## src/rtl/itoa_pkg.sv

```systemverilog
// Shared types, constants and helpers for the integer to ASCII converter.
package itoa_pkg;

	// Accepted number bases as they arrive on the input.
	localparam logic [7:0] RADIX_OCT = 8'd8;
	localparam logic [7:0] RADIX_DEC = 8'd10;
	localparam logic [7:0] RADIX_HEX = 8'd16;

	// Characters.
	localparam logic [7:0] CH_NUL   = 8'h00;
	localparam logic [7:0] CH_MINUS = 8'h2d;
	localparam logic [7:0] CH_ZERO  = 8'h30;
	localparam logic [7:0] CH_A     = 8'h41;

	// Decimal divider: quotient bits resolved per cycle.
	localparam int DIV_STEPS = 16;

	// Command queue depth between front and back.
	localparam int QUEUE_DEPTH = 2;

	typedef enum logic [1:0] {
		KIND_OCT,
		KIND_DEC,
		KIND_HEX
	} kind_t;

	typedef struct packed {
		logic        reject; // bad radix or no room
		kind_t       kind;
		logic        sign;   // negative decimal: leading minus
		logic [7:0]  room;   // room left for digits and NUL, sign removed
	} cmd_t;

	typedef enum logic [2:0] {
		ST_IDLE,
		ST_DIGIT,
		ST_PLAN,
		ST_EMIT,
		ST_REJECT
	} back_state_t;

	function automatic logic [7:0] digit_ascii(input logic [3:0] d);
		logic [7:0] c;
		if (d < 4'd10) begin
			c = CH_ZERO + {4'b0000, d};
		end else begin
			c = CH_A + {4'b0000, d} - 8'd10;
		end
		return c;
	endfunction

endpackage

```

## src/rtl/itoa_queue.sv

```systemverilog
// Short command queue between the front classifier and the digit back end.
module itoa_queue #(
	parameter int VALUE_WIDTH = 32
) (
	input  logic                   clk,
	input  logic                   arst_n,
	input  logic                   push,
	input  itoa_pkg::cmd_t         push_cmd,
	input  logic [VALUE_WIDTH-1:0] push_mag,
	output logic                   full,
	input  logic                   pop,
	output logic                   head_valid,
	output itoa_pkg::cmd_t         head_cmd,
	output logic [VALUE_WIDTH-1:0] head_mag
);
	import itoa_pkg::*;

	localparam int PTR_W = (QUEUE_DEPTH > 1) ? $clog2(QUEUE_DEPTH) : 1;
	localparam int CNT_W = $clog2(QUEUE_DEPTH + 1);

	cmd_t                   cmd_q [QUEUE_DEPTH];
	logic [VALUE_WIDTH-1:0] mag_q [QUEUE_DEPTH];
	logic [PTR_W-1:0]       wr_ptr_q, rd_ptr_q;
	logic [CNT_W-1:0]       count_q;
	logic                   do_push, do_pop;

	assign full       = (count_q == CNT_W'(QUEUE_DEPTH));
	assign head_valid = (count_q != '0);
	assign head_cmd   = cmd_q[rd_ptr_q];
	assign head_mag   = mag_q[rd_ptr_q];
	assign do_push    = push && !full;
	assign do_pop     = pop && head_valid;

	always_ff @(posedge clk or negedge arst_n) begin
		if (!arst_n) begin
			wr_ptr_q <= '0;
			rd_ptr_q <= '0;
			count_q  <= '0;
		end else begin
			if (do_push) begin
				wr_ptr_q <= (wr_ptr_q == PTR_W'(QUEUE_DEPTH - 1)) ? '0 : wr_ptr_q + 1'b1;
			end
			if (do_pop) begin
				rd_ptr_q <= (rd_ptr_q == PTR_W'(QUEUE_DEPTH - 1)) ? '0 : rd_ptr_q + 1'b1;
			end
			if (do_push && !do_pop) begin
				count_q <= count_q + 1'b1;
			end else if (do_pop && !do_push) begin
				count_q <= count_q - 1'b1;
			end
		end
	end

	always_ff @(posedge clk) begin
		if (do_push) begin
			cmd_q[wr_ptr_q] <= push_cmd;
			mag_q[wr_ptr_q] <= push_mag;
		end
	end

endmodule

```

## src/rtl/itoa_front.sv

```systemverilog
// Front end: accepts input beats, classifies them and queues a command.
module itoa_front #(
	parameter int VALUE_WIDTH = 32,
	parameter int S_W = ((VALUE_WIDTH + 16 + 7) / 8) * 8
) (
	input  logic                   clk,
	input  logic                   arst_n,
	input  logic                   s_tvalid,
	output logic                   s_tready,
	input  logic [S_W-1:0]         s_tdata,
	input  logic                   q_pop,
	output logic                   q_valid,
	output itoa_pkg::cmd_t         q_cmd,
	output logic [VALUE_WIDTH-1:0] q_mag
);
	import itoa_pkg::*;

	logic [VALUE_WIDTH-1:0] raw;
	logic [7:0]             radix;
	logic [7:0]             room;
	logic                   bad_radix;
	logic                   neg_dec;
	kind_t                  kind;
	cmd_t                   cmd;
	logic [VALUE_WIDTH-1:0] mag;
	logic                   full;

	assign raw   = s_tdata[VALUE_WIDTH-1:0];
	assign radix = s_tdata[VALUE_WIDTH+7:VALUE_WIDTH];
	assign room  = s_tdata[VALUE_WIDTH+15:VALUE_WIDTH+8];

	always_comb begin
		bad_radix = 1'b0;
		unique case (radix)
			RADIX_OCT: kind = KIND_OCT;
			RADIX_DEC: kind = KIND_DEC;
			RADIX_HEX: kind = KIND_HEX;
			default: begin
				kind      = KIND_DEC;
				bad_radix = 1'b1;
			end
		endcase
	end

	// Only decimal negatives print a sign; octal and hex keep the raw pattern.
	assign neg_dec = !bad_radix && (kind == KIND_DEC) && raw[VALUE_WIDTH-1];
	assign mag     = neg_dec ? (~raw + 1'b1) : raw;

	always_comb begin
		cmd.reject = bad_radix || (room == 8'd0);
		cmd.kind   = kind;
		cmd.sign   = neg_dec;
		cmd.room   = room - {7'b0000000, neg_dec};
	end

	assign s_tready = !full;

	itoa_queue #(
		.VALUE_WIDTH(VALUE_WIDTH)
	) u_queue (
		.clk       (clk),
		.arst_n    (arst_n),
		.push      (s_tvalid),
		.push_cmd  (cmd),
		.push_mag  (mag),
		.full      (full),
		.pop       (q_pop),
		.head_valid(q_valid),
		.head_cmd  (q_cmd),
		.head_mag  (q_mag)
	);

endmodule

```

## config.mk

```make
export PLATFORM = sky130hd
export DESIGN_NAME = itoa_front
export DESIGN_NICKNAME = d
export VERILOG_FILES = /design/src/rtl/itoa_pkg.sv /design/src/rtl/itoa_queue.sv /design/src/rtl/itoa_front.sv
export SDC_FILE = /design/constraint.sdc
export NUM_CORES = 1
export LEC_CHECK = 0
export BUFFER_PORTS_ARGS = -buffer_cell sky130_fd_sc_hd__buf_4
export CELL_PAD_IN_SITES_DETAIL_PLACEMENT = 1
export CELL_PAD_IN_SITES_GLOBAL_PLACEMENT = 2
export CORE_MARGIN = 10
export CORE_UTILIZATION = 38
export DETAILED_ROUTE_END_ITERATION = 7
export PLACE_DENSITY_LB_ADDON = 0.1
export SLEW_MARGIN = 5
export SYNTH_ARGS = -nofsm -noshare
export SYNTH_HDL_FRONTEND = slang
export SYNTH_HIERARCHICAL = 1
export SYNTH_SLANG_ARGS = --single-unit
```

## constraint.sdc

```tcl
create_clock -name clk -period 3.8 [get_ports clk]
set_input_delay 0.38 -clock clk [delete_from_list [all_inputs] [get_ports clk]]
set_output_delay 0.38 -clock clk [all_outputs]
set_load 0.03 [all_outputs]
```

==> results.txt <==
worst hold path class -> in2reg
Yosys Warn Count -> 6
top-count cell post-synth -> edfxtp_1
Post-Syn Area -> 4570 um2
Buffers on Ports -> 97
Max clock buf depth -> 2
DRC -> 0
Multi-input gate area -> 1680 um2
clk sinks -> 92
postcts setup bufs -> 0
Hold Path Stages -> 1
critical path, cell by cell -> buf_4 -> mux2_2 -> buf_4
Total GRT Usage -> 0.126
htree depth -> 3
Layout Skew -> 0.00522 ns
Slew @ Worst Pin -> 1.12 ns
total number of vias -> 2769
#FFs+latches synth -> 92
Pint -> 2.68 mW
top cells by count, synth -> edfxtp_1 (88), mux2_4 (39), xnor2_1 (24)
Net Sw Frac -> 0.343
WL final -> 10.6 mm
ys flop type -> edfxtp_1
syn_nets -> 353
R2R Path End -> u_queue/mag_q[0][28]
Flop pwr share -> 0.373
Top delay family on crit path -> flip-flops
crit path kind -> reg2out
Placement Rows -> 39
met2 wire length -> 5.28 mm
drt via density -> 5.06
asr flop ratio synth -> 0.0435
Finished Layout Cells -> 547
post-CTS sizing -> 0
Slew Viols, Final -> 0
io pins -> 98
Max Cap Viol -> 0
Die Y -> 130 um
antenna fix cells -> 0
final setup fails -> 0
Placed Instances -> 530
M1 wire length -> 4.44 mm
Critical Path Start -> u_queue/rd_ptr_q
synth top area cells -> edfxtp_1 (58%), mux2_4 (13%), xnor2_1 (4.6%), xor2_1 (3.1%), dfrtp_1 (2.2%)
Crit path largest cell delay -> 0.84 ns
Final Hold Viols -> 0
Max Clk Rate -> 0.392 GHz
ANT nets after route -> 0
Post-synth EDFFs -> 88
CP required -> 3.42 ns
met3 WL -> 664 um
CP endpoint kind -> output pin
P_sw -> 1.40 mW
CP Max Fanout -> 23
initial antenna violation count -> 0
drt wl/cell -> 19.3 um
Detailed Routing Iterations Pass 1 -> 4
Tcrit/Tclk final -> 0.672
Placer Congestion -> 0.758
CTS tree -> done
CP max-delay cell -> dfrtp_2
clk_lat worst skew -> 0.34 ns
Worst Path Arrival -> 2.17 ns
RSZ-0062 raised after global routing -> false
reg2reg start -> u_queue/count_q[0]
clk slew on worst S/H paths -> 0.06 ns
CTS buffer count -> 9
Max transition margin -> 0.252
total grt overflow -> 0
FF+latch area -> 2740 um2
largest net degree at the start of global routing -> 45
Area Growth Syn to Fin -> 25.0%
Clock Tree Root -> clkbuf_16
Final nets -> 456
hold_buf cts -> 1
Mapped Avg Cell Area -> 15.4 um2
count of cell types in the netlist -> 41
TNS Setup -> 0 ns
P_leak -> 2.21 nW
Die W -> 130 um
R2R depth -> 4
Post-DP HPWL -> 7.98 mm
Yosys top cell by area -> edfxtp_1
Buf+Inv Stages, Crit Path -> 2
Yosys top cell area share -> 0.578
Hold Path Origin -> s_tdata[0]
critical path launch point type -> flop
share of cells above drive strength 1 -> 0.421
Tot Pwr -> 4.07 mW
fill cell count -> 1183
initial DRC count -> 111
core area -> 11600 um2
first-pass GRT wire length -> 16.1 mm
slack of the worst reg-to-reg path -> 1.70 ns
die area -> 16800 um2
initial cell density of the core -> 0.393
combinational power share -> 0.399
Worst VDD drop -> 0.328 mV
DR top layer -> met4
status -> finished clean
Seq/Total Area, Yosys -> 0.600
vias in the first global route -> 3087
Tmin final -> 2.55 ns
clock power share -> 0.228
Synth Instances -> 296
Power per Cell Area -> 713 nW/um2
Worst Hold Endpoint -> u_queue/mag_q[1][0]
CP dominant cell by count -> buf_4
-- state kept, by name, summed over array words and instances, names as in the netlist --
register and flops:
u_queue/wr_ptr_q 1, u_queue/mag_q 64, u_queue/rd_ptr_q 1, u_queue/cmd_q 24, u_queue/count_q 2
-- per-layer routing --
metal | global-route usage | vias to the layer above
li1 | - | 1319
met1 | 0.144 | 1371
met2 | 0.212 | 68
met3 | 0.0392 | 11
met4 | 0.0589 | 0
met5 | 0 | -
-- worst max-delay path by stage --
stage / depth (start not counted) / slack (ns) / endpoint
global placement: 6 / 1.11 / u_queue/mag_q[0][29]
CTS: 3 / 1.18 / q_mag[24]
finish: 3 / 1.25 / q_mag[24]
detailed placement: 6 / 0.99 / u_queue/mag_q[0][19]
global route: 3 / 1.12 / q_mag[24]
floorplan: 3 / 0.88 / u_queue/cmd_q[0][0]
-- metrics by stage --
step	hold slack (ns)	setup WS (ns)	instance area [um2]	utilization
6_report	0.248	1.25	5710	0.492
5_1_grt	0.237	1.12	5710	0.492
4_1_cts	0.234	1.18	5710	0.492
3_5_place_dp	0.181	0.987	5390	0.464
3_3_place_gp	0.178	1.11	5390	0.464
2_1_floorplan	0.0844	0.881	4570	-
-- power by group through the flow --
stage	sequential, mW	combinational (mW)	clock, mW
finish	1.52	1.62	0.929
global route	1.55	1.73	0.993
global placement	1.53	1.65	0
CTS	1.53	1.66	0.960
detailed placement	1.55	1.65	0
floorplan	1.46	1.24	0
-- final cells by class --
| class | instances | share of cell area |
|---|---|---|
| clock buffer | 11 | 0.0407 |
| clock inverter | 5 | 0.0134 |
| inverter | 10 | 0.00657 |
| multi-input combinational | 185 | 0.294 |
| sequential | 92 | 0.480 |
| tap | 143 | 0.0313 |
| timing repair buffer | 101 | 0.133 |
-- cells by family after synthesis --
kind of cell | Yosys count | synth area share
adders and majority gates | 5 | 0.0137
AOI/OAI and AO/OA | 28 | 0.0509
DFF | 92 | 0.600
xor gates and xnor gates | 40 | 0.0767
muxes | 44 | 0.140
buffers and inverters | 19 | 0.0337
and+or+nand+nor | 68 | 0.0843
-- cell usage in the layout, fill, tap and decap left out, drive strengths merged, types with 10 or more instances in the layout --
cell / count
buf: 100
edfxtp: 88
mux2: 44
xnor2: 24
nor2: 19
xor2: 16
nand2: 11
clkbuf: 11
inv: 10
o21ai: 10
No activity file was read; power rests on OpenSTA's default activity.
